--- src/hdl/ihcv_pkg.sv ---
// Shared constants for the image header CRC verifier.
`timescale 1ns / 1ps

package ihcv_pkg;

  localparam logic [31:0] ALL_ONES     = 32'hffff_ffff;
  localparam logic [31:0] CRC_POLY     = 32'hedb8_8320;
  localparam logic [31:0] HDR_SIZE     = 32'd36;
  localparam logic [5:0]  HDR_LAST_IDX = 6'd35;
  localparam logic [5:0]  HDR_CRC_SPAN = 6'd32;

  // Phase codes.
  localparam logic [1:0] PH_HEADER  = 2'd0;
  localparam logic [1:0] PH_PAYLOAD = 2'd1;
  localparam logic [1:0] PH_DISCARD = 2'd2;

  // Status codes.
  localparam logic [2:0] ST_OK         = 3'd0;
  localparam logic [2:0] ST_HDR_SHORT  = 3'd1;
  localparam logic [2:0] ST_HDR_LEN    = 3'd2;
  localparam logic [2:0] ST_HDR_CRC    = 3'd3;
  localparam logic [2:0] ST_DATA_LEN   = 3'd4;
  localparam logic [2:0] ST_DATA_CRC   = 3'd5;

  // Header word positions (byte offset / 4).
  localparam logic [3:0] W_LEN     = 4'd1;
  localparam logic [3:0] W_CUST    = 4'd2;
  localparam logic [3:0] W_PROD    = 4'd3;
  localparam logic [3:0] W_VER     = 4'd4;
  localparam logic [3:0] W_BUILD   = 4'd5;
  localparam logic [3:0] W_DLEN    = 4'd6;
  localparam logic [3:0] W_DCRC    = 4'd7;
  localparam logic [3:0] W_HCRC    = 4'd8;

endpackage

--- src/hdl/ihcv_crc_step.sv ---
// One byte step of the reflected CRC-32.
`timescale 1ns / 1ps

module ihcv_crc_step (
  input  logic [31:0] crc_in,
  input  logic [7:0]  data,
  output logic [31:0] crc_out
);

  always_comb begin
    logic [31:0] c;
    c = crc_in ^ {24'd0, data};
    for (int i = 0; i < 8; i++) begin
      c = c[0] ? ((c >> 1) ^ ihcv_pkg::CRC_POLY) : (c >> 1);
    end
    crc_out = c;
  end

endmodule

--- src/hdl/image_header_crc_verifier.sv ---
// Top level of the image header CRC verifier.
// An accepted input item passes through the input register and then the result register.
// Throughput: one byte per cycle while the output takes results; the byte-wide CRC step
// sits between the input register and the result register.
// Bytes that produce no result leave the input register without waiting on the output.
// Reset (rst, synchronous) returns to the header phase with an empty pipeline.
`timescale 1ns / 1ps

module image_header_crc_verifier (
  input  logic         clk,
  input  logic         rst,
  input  logic         s_axis_tvalid,
  output logic         s_axis_tready,
  input  logic [7:0]   s_axis_tdata,   // [7:0] data_byte
  input  logic         s_axis_tlast,   // end_of_image
  output logic         m_axis_tvalid,
  input  logic         m_axis_tready,
  // [7:0] payload_byte, [10:8] status, [42:11] customer_code,
  // [74:43] product_code, [106:75] version_word, [138:107] build_stamp, rest zero
  output logic [143:0] m_axis_tdata,
  output logic         m_axis_tuser,   // payload_valid
  output logic         m_axis_tlast    // done_res
);

  // Input register.
  logic       in_valid;
  logic [7:0] in_byte;
  logic       in_last;

  // Block state.
  logic [31:0] crc, crc_next;
  logic [31:0] byte_count, count_next;
  logic [1:0]  phase, phase_next;
  logic [2:0]  err, err_next;

  // Header words (no reset needed; only read once written).
  logic [31:0] hlen, cust, prod, ver, build, dlen, dcrc, hcrc;
  logic [31:0] hlen_next, cust_next, prod_next, ver_next, build_next;
  logic [31:0] dlen_next, dcrc_next, hcrc_next;

  logic [31:0]  crc_step;
  logic         proc, proc_res, out_free;
  logic [2:0]   res_status;
  logic         res_fields;
  logic [143:0] res_data;
  logic [5:0]   idx;

  function automatic logic [31:0] set_byte(input logic [31:0] w, input logic [1:0] lane,
                                           input logic [7:0] b);
    logic [31:0] r;
    r = w;
    unique case (lane)
      2'd0:    r[7:0]   = b;
      2'd1:    r[15:8]  = b;
      2'd2:    r[23:16] = b;
      default: r[31:24] = b;
    endcase
    return r;
  endfunction

  ihcv_crc_step u_crc_step (
    .crc_in  (crc),
    .data    (in_byte),
    .crc_out (crc_step)
  );

  assign idx      = byte_count[5:0];
  assign proc_res = in_valid && (phase == ihcv_pkg::PH_PAYLOAD || in_last);
  assign out_free = !m_axis_tvalid || m_axis_tready;
  assign proc     = in_valid && (!proc_res || out_free);
  assign s_axis_tready = !in_valid || proc;

  always_comb begin
    crc_next   = crc;
    phase_next = phase;
    err_next   = err;
    hlen_next  = hlen;
    cust_next  = cust;
    prod_next  = prod;
    ver_next   = ver;
    build_next = build;
    dlen_next  = dlen;
    dcrc_next  = dcrc;
    hcrc_next  = hcrc;
    count_next = (&byte_count) ? byte_count : byte_count + 32'd1;

    if (phase == ihcv_pkg::PH_HEADER) begin
      unique case (idx[5:2])
        ihcv_pkg::W_LEN:   hlen_next  = set_byte(hlen, idx[1:0], in_byte);
        ihcv_pkg::W_CUST:  cust_next  = set_byte(cust, idx[1:0], in_byte);
        ihcv_pkg::W_PROD:  prod_next  = set_byte(prod, idx[1:0], in_byte);
        ihcv_pkg::W_VER:   ver_next   = set_byte(ver, idx[1:0], in_byte);
        ihcv_pkg::W_BUILD: build_next = set_byte(build, idx[1:0], in_byte);
        ihcv_pkg::W_DLEN:  dlen_next  = set_byte(dlen, idx[1:0], in_byte);
        ihcv_pkg::W_DCRC:  dcrc_next  = set_byte(dcrc, idx[1:0], in_byte);
        ihcv_pkg::W_HCRC:  hcrc_next  = set_byte(hcrc, idx[1:0], in_byte);
        default: ;  // magic word is not kept
      endcase
      if (idx < ihcv_pkg::HDR_CRC_SPAN) begin
        crc_next = crc_step;
      end
      if (idx == ihcv_pkg::HDR_LAST_IDX) begin
        // The last header byte completes the stored header CRC on the fly.
        priority if (hlen != ihcv_pkg::HDR_SIZE) begin
          err_next = ihcv_pkg::ST_HDR_LEN;
        end else if ((crc ^ ihcv_pkg::ALL_ONES) != {in_byte, hcrc[23:0]}) begin
          err_next = ihcv_pkg::ST_HDR_CRC;
        end else begin
          err_next = ihcv_pkg::ST_OK;
        end
        crc_next   = ihcv_pkg::ALL_ONES;
        phase_next = (err_next != ihcv_pkg::ST_OK) ? ihcv_pkg::PH_DISCARD
                                                   : ihcv_pkg::PH_PAYLOAD;
      end
    end else if (phase == ihcv_pkg::PH_PAYLOAD) begin
      crc_next = crc_step;
    end

    // Verdict for an end mark, taken on the updated state.
    res_fields = 1'b1;
    priority if (phase_next == ihcv_pkg::PH_HEADER) begin
      res_status = ihcv_pkg::ST_HDR_SHORT;
      res_fields = 1'b0;
    end else if (err_next != ihcv_pkg::ST_OK) begin
      res_status = err_next;
    end else if ((count_next - 32'd35) != dlen_next) begin
      res_status = ihcv_pkg::ST_DATA_LEN;
    end else if ((crc_next ^ ihcv_pkg::ALL_ONES) != dcrc_next) begin
      res_status = ihcv_pkg::ST_DATA_CRC;
    end else begin
      res_status = ihcv_pkg::ST_OK;
    end

    res_data      = '0;
    res_data[7:0] = (phase == ihcv_pkg::PH_PAYLOAD) ? in_byte : 8'd0;
    if (in_last) begin
      res_data[10:8] = res_status;
      if (res_fields) begin
        res_data[42:11]   = cust;
        res_data[74:43]   = prod;
        res_data[106:75]  = ver;
        res_data[138:107] = build;
      end
    end
  end

  always_ff @(posedge clk) begin
    if (rst) begin
      in_valid <= 1'b0;
    end else if (s_axis_tready) begin
      in_valid <= s_axis_tvalid;
    end
    if (s_axis_tready && s_axis_tvalid) begin
      in_byte <= s_axis_tdata;
      in_last <= s_axis_tlast;
    end
  end

  always_ff @(posedge clk) begin
    if (rst) begin
      crc        <= ihcv_pkg::ALL_ONES;
      byte_count <= 32'd0;
      phase      <= ihcv_pkg::PH_HEADER;
      err        <= ihcv_pkg::ST_OK;
    end else if (proc) begin
      if (in_last) begin
        crc        <= ihcv_pkg::ALL_ONES;
        byte_count <= 32'd0;
        phase      <= ihcv_pkg::PH_HEADER;
        err        <= ihcv_pkg::ST_OK;
      end else begin
        crc        <= crc_next;
        byte_count <= count_next;
        phase      <= phase_next;
        err        <= err_next;
      end
    end
  end

  always_ff @(posedge clk) begin
    if (proc) begin
      hlen  <= hlen_next;
      cust  <= cust_next;
      prod  <= prod_next;
      ver   <= ver_next;
      build <= build_next;
      dlen  <= dlen_next;
      dcrc  <= dcrc_next;
      hcrc  <= hcrc_next;
    end
  end

  // Result register.
  always_ff @(posedge clk) begin
    if (rst) begin
      m_axis_tvalid <= 1'b0;
    end else if (proc && proc_res) begin
      m_axis_tvalid <= 1'b1;
    end else if (m_axis_tready) begin
      m_axis_tvalid <= 1'b0;
    end
    if (proc && proc_res) begin
      m_axis_tuser <= (phase == ihcv_pkg::PH_PAYLOAD);
      m_axis_tlast <= in_last;
      m_axis_tdata <= res_data;
    end
  end

  // A result without the end mark always carries a payload byte.
  a_plain_is_payload: assert property (@(posedge clk) disable iff (rst)
    m_axis_tvalid && !m_axis_tlast |-> m_axis_tuser && m_axis_tdata[10:8] == ihcv_pkg::ST_OK)
    else $error("non-final result without payload");

  // The header index never runs past the header.
  a_hdr_index: assert property (@(posedge clk) disable iff (rst)
    phase == ihcv_pkg::PH_HEADER |-> byte_count < ihcv_pkg::HDR_SIZE)
    else $error("header index out of range");

  // An end mark returns the block to the start of a new image.
  a_end_resets: assert property (@(posedge clk) disable iff (rst)
    proc && in_last |=> phase == ihcv_pkg::PH_HEADER && byte_count == 32'd0
                        && crc == ihcv_pkg::ALL_ONES)
    else $error("state not cleared after end mark");

  // A result item is never overwritten before it is taken.
  a_no_overwrite: assert property (@(posedge clk) disable iff (rst)
    m_axis_tvalid && !m_axis_tready |=> m_axis_tvalid && $stable(m_axis_tdata))
    else $error("pending result lost");

  // Status codes stay within the defined set.
  a_status_range: assert property (@(posedge clk) disable iff (rst)
    m_axis_tvalid |-> m_axis_tdata[10:8] <= ihcv_pkg::ST_DATA_CRC)
    else $error("status code out of range");

endmodule
--- config.mk ---
export PLATFORM = sky130hd
export DESIGN_NAME = image_header_crc_verifier
export DESIGN_NICKNAME = d
export VERILOG_FILES = /design/src/hdl/ihcv_pkg.sv /design/src/hdl/ihcv_crc_step.sv /design/src/hdl/image_header_crc_verifier.sv
export SDC_FILE = /design/constraint.sdc
export NUM_CORES = 1
export LEC_CHECK = 0
export BUFFER_PORTS_ARGS = -buffer_cell sky130_fd_sc_hd__buf_2
export CELL_PAD_IN_SITES_DETAIL_PLACEMENT = 1
export CELL_PAD_IN_SITES_GLOBAL_PLACEMENT = 1
export CORE_MARGIN = 3
export CORE_UTILIZATION = 53
export DETAILED_ROUTE_END_ITERATION = 7
export PLACE_DENSITY_LB_ADDON = 0.1
export SYNTH_ARGS = -nofsm -noshare
export SYNTH_HDL_FRONTEND = slang
export SYNTH_SLANG_ARGS = --single-unit
export TNS_END_PERCENT = 100
--- constraint.sdc ---
create_clock -name clk -period 16.7 [get_ports clk]
set_input_delay 4.175 -clock clk [delete_from_list [all_inputs] [get_ports clk]]
set_output_delay 4.175 -clock clk [all_outputs]
set_load 0.02 [all_outputs]
==> metrics.md, run 1 <==
| Metric | Value |
|---|---|
| Outcome | complete, no violations |
| Flip-flop and latch count after synthesis | 469 |
| PostCTS Resize Cnt | 0 |
| Setup tns final | 0 ps |
| Pre-antenna DRT Iters | 6 |
| P&R area growth vs syn | 14.1% |
| Class of the most critical setup path | in -> out |
| Synth Flop Type | edfxtp_1 |
| Initial antenna violation count | 1 |
| Synth top area share | 55.9% |
| Starting Density | 54.4% |
| Vias post-DR | 14500 |
| Reg2reg start | byte_count[0] |
| Max-cap viol count | 0 |
| Site Rows | 72 |
| Final std cells w/o fill | 2359 |
| Relative slew slack | 31.3% |
| # diodes | 0 |
| Total CTS buffers | 48 |
| Remaining antenna violation count | 0 |
| Synthesized cell area | 21400 µm² |
| Design area | 24400 µm² |
| Min-delay src | err[2] |
| Data arrival, critical path | 4940 ps |
| Clk_skew | 20.1 ps |
| Vias in the first global route | 15000 |
| Final Util | 62.1% |
| Most common cell in the netlist | edfxtp_1 |
| Buf+Inv Stages, Crit Path | 2 |
| Crit Path Max Fanout | 4 |
| IO Port Bufs | 155 |
| Crit path from | m_axis_tready |
| Clock sinks | 469 |
| Syn Area/Cell | 12.8 µm² |
| Post-synth cell types | 85 |
| Setup Viol. Count Final | 0 |
| Worst-margin pin slew | 1030 ps |
| H-tree depth | 2 |
| WL/cell | 26.8 µm |
| Synth Instances | 1664 |
| Setup WS post-layout | 7590 ps |
| LEAKAGE | 8.51 nW |
| Reg2reg end | m_axis_tdata[10] |
| Post-synth EDFFs | 398 |
| Total power | 2.73 mW |
| RSZ-0062 raised after global routing | no |
| CTS tree | done |
| Period Utilization, post-route | 54.6% |
| Grt ovf | 0 |
| Number of fill cells in the layout | 3869 |
| Worst path slowest cell | nor2b_1 |
| Worst-skew pair later-pin latency | 600 ps |
| Vias per Instance | 6.17 |
| Hold Vio Cnt, Final | 0 |
| Max Root-Sink Buffers | 3 |
| Routed WL | 63200 µm |
| Hpwl dp | 40300 µm |
| Cell mode on critical path | buf_2 |
| Worst r2r path cells | 17 |
| Power Dens Cells | 112 nW/µm² |
| CP Depth | 4 |
| Synth warn | 0 |
| Nature of the critical path endpoint | output port |
| Crit path time final | 9110 ps |
| Die H | 207 µm |
| CTS hold repair buffers | 0 |
| Worst path cell trace | buf_2 > nor2b_1 > nand2b_1 > buf_2 |
| Fin nets | 1819 |
| Synth top area cells | edfxtp_1, dfxtp_1, xnor2_1 |
| Gr usage total | 29.4% |
| Clock slew at reported path FFs | 60 ps |
| Max-slew violations | 0 |
| RePlAce Congestion | 0.882 |
| IR drop worst, VDD | 0.0758 mV |
| Hold WC Path Type | reg -> reg |
| Hold Path Sink | err[2] |
| Die W | 207 µm |
| Die ar. | 42800 µm² |
| Max frequency | 110 MHz |
| Worst hold slack | 477 ps |
| First-pass GRT wire length | 93700 µm |
| Root buf cell | clkbuf_16 |
| Largest net degree at the start of global routing | 131 |
| CP delay by family, top | simple AND/OR/NAND/NOR gates |
| Share of cells above drive strength 1 | 18.8% |
| Dpl cell area | 22600 µm² |
| R2r setup slk | 9690 ps |
| Hold Path Depth | 1 |
| Worst stage delay on the critical path | 280 ps |
| Post-Place Cells | 2269 |
| DRC | 0 |
| Pre-CTS WS | 7630 ps |
| Data required, critical path | 12520 ps |
| Asr flop ratio synth | 0% |
| DRT iter0 DRCs | 1495 |
| Post-CTS setup buffers | 0 |
| Crit start category | input port |
| Most instantiated cells after synthesis | edfxtp_1, and2_1, xnor2_1 |
| Sequential cell area fraction in the yosys report | 62.6% |
| Core footprint | 39300 µm² |
| Post-synth top area cell | edfxtp_1 |
| I/O pins | 161 |
registers in the layout, indices dropped and copies added, names as in the netlist, 2 cells and up:
signal	flops
in_byte	8
dcrc	32
m_axis_tdata	139
build	32
prod	32
ver	32
err	3
hcrc	24
cust	32
dlen	32
phase	2
hlen	32
crc	32
byte_count	32
report_power, final:
part	internal [mW]	total (mW)	switching, mW	leakage (nW)
Clock	0.720	1.20	0.478	0.850
Sequential	1.28	1.29	0.0157	4.25
Combinational	0.0956	0.241	0.145	3.42
Total	2.09	2.73	0.639	8.51
layout make-up:
class	count	area [µm²]	share of cell area, %
repair buffers	184	993	4.08
well taps	518	648	2.66
flip-flops and latches	469	13400	54.9
multi-input cells	1078	7540	30.9
clock buffers	58	1280	5.25
clock inverters	32	460	1.89
inverters	20	75.1	0.308
layer usage:
layer | global-route usage, % | vias up | wire length (µm)
met4 | 12.7 | 0 | 2890
met2 | 48.5 | 601 | 30200
met1 | 38.8 | 7370 | 25600
li1 | - | 6425 | -
met3 | 4.97 | 150 | 4440
met5 | 0 | - | 0
cells by family (layout without fill, tap and decap cells):
| group | count (synthesis) | count (layout) | share of synthesized area [%] |
|---|---|---|---|
| AND/OR/NAND/NOR | 587 | 587 | 15.6 |
| flip-flops | 469 | 469 | 62.6 |
| AO/OA/AOI/OAI | 226 | 226 | 7.16 |
| XOR/XNOR | 182 | 182 | 8.36 |
| buffers and inverters | 121 | 294 | 2.30 |
| multiplexers | 73 | 73 | 3.72 |
| adder cells (fa/ha/maj) | 5 | 5 | 0.293 |
| other | 1 | 5 | 0.0175 |
how the worst max path moves through the flow:
stage                     slack (ps)         endpoint
after floorplan                 5940  m_axis_tdata[0]
after global placement          7680    s_axis_tready
after detailed placement        7630    s_axis_tready
after CTS                       7560    s_axis_tready
after global routing            7540    s_axis_tready
final                           7590    s_axis_tready
cells in the final DEF, fill, tap and decap left out, types with 7 or more instances in the layout:
master,n
edfxtp_1,398
buf_2,155
and2_1,150
xnor2_1,132
nor2_1,106
dfxtp_1,71
nand2_1,66
mux2_2,52
clkbuf_16,49
a21oi_1,46
o21ai_0,40
nand3_1,39
nand2b_1,38
xor2_1,35
nor4_1,32
nand4_1,31
nor3_1,29
o22ai_1,29
buf_4,29
mux2i_1,21
inv_1,18
a22oi_1,14
and3_1,13
a31oi_1,11
and4_1,11
a211oi_1,11
xnor3_1,11
bufinv_16,11
or4_1,9
clkinv_1,9
o32ai_1,9
clkinv_2,9
nor3b_1,7
clkbuf_1,7
Note: power is estimated with default switching activity, not from simulation.
==> run 2: changes to the inputs <==
Settings changed: ABC_AREA set to 1, CORE_UTILIZATION 53 to 47.
Clock period 16.7 ns to 8.6 ns, I/O delays scaled along.
==> metrics.md, run 2 <==
| Metric | Value |
|---|---|
| Most common cell after layout, fill and taps aside | nand2_1 |
| Reg2reg start | phase[1] |
| Most frequent cells in the layout | nand2_1, edfxtp_1, nor2_1 |
| First-pass GRT wire length | 108000 µm |
| Largest net degree at the start of global routing | 103 |
| RSZ-0062 raised after global routing | no |
| Total power | 5.29 mW |
| Pre-antenna DRT Iters | 5 |
| Setup Viol. Count Final | 0 |
| Fin nets | 2629 |
| Synth top area cells | edfxtp_1, nand2_1, dfxtp_1 |
| Worst-skew pair later-pin latency | 620 ps |
| Vias per Instance | 5.44 |
| WL/cell | 22.0 µm |
| Synth Flop Type | edfxtp_1 |
| Data arrival, critical path | 5960 ps |
| Syn Area/Cell | 9.19 µm² |
| Routed WL | 71700 µm |
| Max-slew violations | 0 |
| IR drop worst, VDD | 0.138 mV |
| Clk_skew | 25.6 ps |
| RePlAce Congestion | 0.890 |
| Sequential cell area fraction in the yosys report | 59.5% |
| Data required, critical path | 9070 ps |
| Design area | 25600 µm² |
| Period Utilization, post-route | 63.8% |
| Max Root-Sink Buffers | 3 |
| LEAKAGE | 11.2 nW |
| Clock sinks | 469 |
| Hpwl dp | 50500 µm |
| Clk pwr share | 43.2% |
| Reg2reg end | crc[25] |
| Core footprint | 46900 µm² |
| Synth warn | 0 |
| Setup tns final | 0 ps |
| Vias in the first global route | 18200 |
| H-tree depth | 2 |
| Post-Place Cells | 3166 |
| Asr flop ratio synth | 0% |
| Gr usage total | 28.1% |
| Max-cap viol count | 0 |
| R2r setup slk | 3310 ps |
| Reg with most FFs | m_axis_tdata |
| Worst-margin pin slew | 1100 ps |
| # diodes | 0 |
| Hold Vio Cnt, Final | 0 |
| Crit path from | m_axis_tready |
| Total CTS buffers | 50 |
| IO Port Bufs | 155 |
| Comb power frac | 9.0% |
| Post-synth EDFFs | 398 |
| CTS tree | done |
| Post-synth cell types | 50 |
| CTS hold repair buffers | 0 |
| Post-CTS setup buffers | 0 |
| Hold WC Path Type | reg -> reg |
| Most common cell in the netlist | nand2_1 |
| Final std cells w/o fill | 3257 |
| Max reg flops | 139 |
| Die H | 225 µm |
| Share of cells above drive strength 1 | 12.9% |
| Vias post-DR | 17700 |
| Relative slew slack | 27.0% |
| Psw | 1.32 mW |
| Site Rows | 79 |
| Outcome | complete, no violations |
| Remaining antenna violation count | 0 |
| Synthesized cell area | 22500 µm² |
| Worst hold slack | 482 ps |
| Synth top area share | 53.2% |
| Most instantiated cells after synthesis | nand2_1, edfxtp_1, nor2_1 |
| Worst path cell trace | buf_2 > nor2_1 > inv_1 > nor2_1 > nor2_4 > inv_2 > nor2_4 > buf_4 > inv_1 > a21oi_1 > o21ai_0 |
| Worst r2r path cells | 12 |
| Max frequency | 182 MHz |
| Setup crit end | crc[25] |
| Clock slew at reported path FFs | 60 ps |
| Crit Path Max Fanout | 37 |
| PostCTS Resize Cnt | 0 |
| Post-synth top area cell | edfxtp_1 |
| Root buf cell | clkbuf_16 |
| Dpl cell area | 23900 µm² |
| Die ar. | 50500 µm² |
| Sw frac | 24.9% |
| P&R area growth vs syn | 13.9% |
| Power Dens Cells | 207 nW/µm² |
| Die W | 225 µm |
| Sequential Power Share | 47.8% |
| Flip-flop and latch count after synthesis | 469 |
| Nature of the critical path endpoint | flop |
| Crit start category | input port |
| Synth Instances | 2445 |
| Worst path slowest cell | nor2_4 |
| Worst stage delay on the critical path | 870 ps |
| Starting Density | 48.0% |
| Class of the most critical setup path | in -> reg |
| DRT iter0 DRCs | 1490 |
| Int Pwr | 3.97 mW |
| I/O pins | 161 |
| DRC | 0 |
| Crit path time final | 5490 ps |
| Initial antenna violation count | 0 |
| Grt ovf | 0 |
| Number of fill cells in the layout | 5457 |
## run 2: cell count changes after synthesis, sizes merged, moves of 24 or more
cell and delta:
xor2 +42, nand2b -38, nor4 -27, nor2 +246
clkbuf -36, xnor2 -107, inv +321, o21ai +29
mux2 -52, o22ai -24, nand2 +634, nand3 +107
and2 -148
## run 2: how the worst min path moves through the flow
stage           start      to  cells after the start
6_report       err[0]  err[0]                      2
5_1_grt        err[0]  err[0]                      2
4_1_cts        err[0]  err[0]                      2
3_5_place_dp   err[2]  err[2]                      2
3_3_place_gp   err[2]  err[2]                      2
2_1_floorplan  err[2]  err[2]                      2
## run 2: power by group through the flow
stage	Clock, mW	Sequential [mW]	Combinational [mW]
after global routing	2.41	2.53	0.522
after floorplan	0	2.60	0.283
final	2.28	2.53	0.477
after global placement	0	2.58	0.452
after CTS	2.32	2.53	0.471
after detailed placement	0	2.58	0.466
## run 2: critical path, delay by kind of cell
kind,cells,cell delay (ps)
AND/OR/NAND/NOR,4,1830
buffers and inverters,5,1640
AO/OA/AOI/OAI,2,270
## run 2: per-layer routing
| metal | part of all wire, % | vias to the layer above | track usage (%) |
|---|---|---|---|
| li1 | - | 8214 | - |
| met1 | 43 | 8849 | 37.7 |
| met2 | 48 | 526 | 47.6 |
| met3 | 6.1 | 126 | 4.63 |
| met4 | 2.8 | 0 | 8.10 |
| met5 | 0 | - | 0 |
## run 2: per-stage QoR
| stage | worst slack (ps) | utilization (%) |
|---|---|---|
| after floorplan | 2280 | - |
| after global placement | 2680 | 51.0 |
| after detailed placement | 2580 | 51.0 |
| after CTS | 3220 | 54.6 |
| after global routing | 2880 | 54.6 |
| final | 3110 | 54.6 |
## run 2: area by class of cell
cell class                      instances  area, µm²  area share, %
Multi-Input combinational cell       1574       7540           29.4
Timing Repair Buffer                  174        918           3.59
Clock inverter                         32        408           1.59
Clock buffer                           59       1320           5.14
Inverter                              342       1290           5.02
Sequential cell                       469      13400           52.2
Tap cell                              607        759           2.97
## run 2: kinds of logic after synthesis
| logic type | count (synthesis) | share of synthesized area (%) |
|---|---|---|
| other | 1 | 0.0167 |
| adder cells (fa/ha/maj) | 5 | 0.278 |
| AO/OA/AOI/OAI | 179 | 4.57 |
| flip-flops | 469 | 59.5 |
| XOR/XNOR | 107 | 4.37 |
| AND/OR/NAND/NOR | 1278 | 24.1 |
| buffers and inverters | 406 | 7.14 |
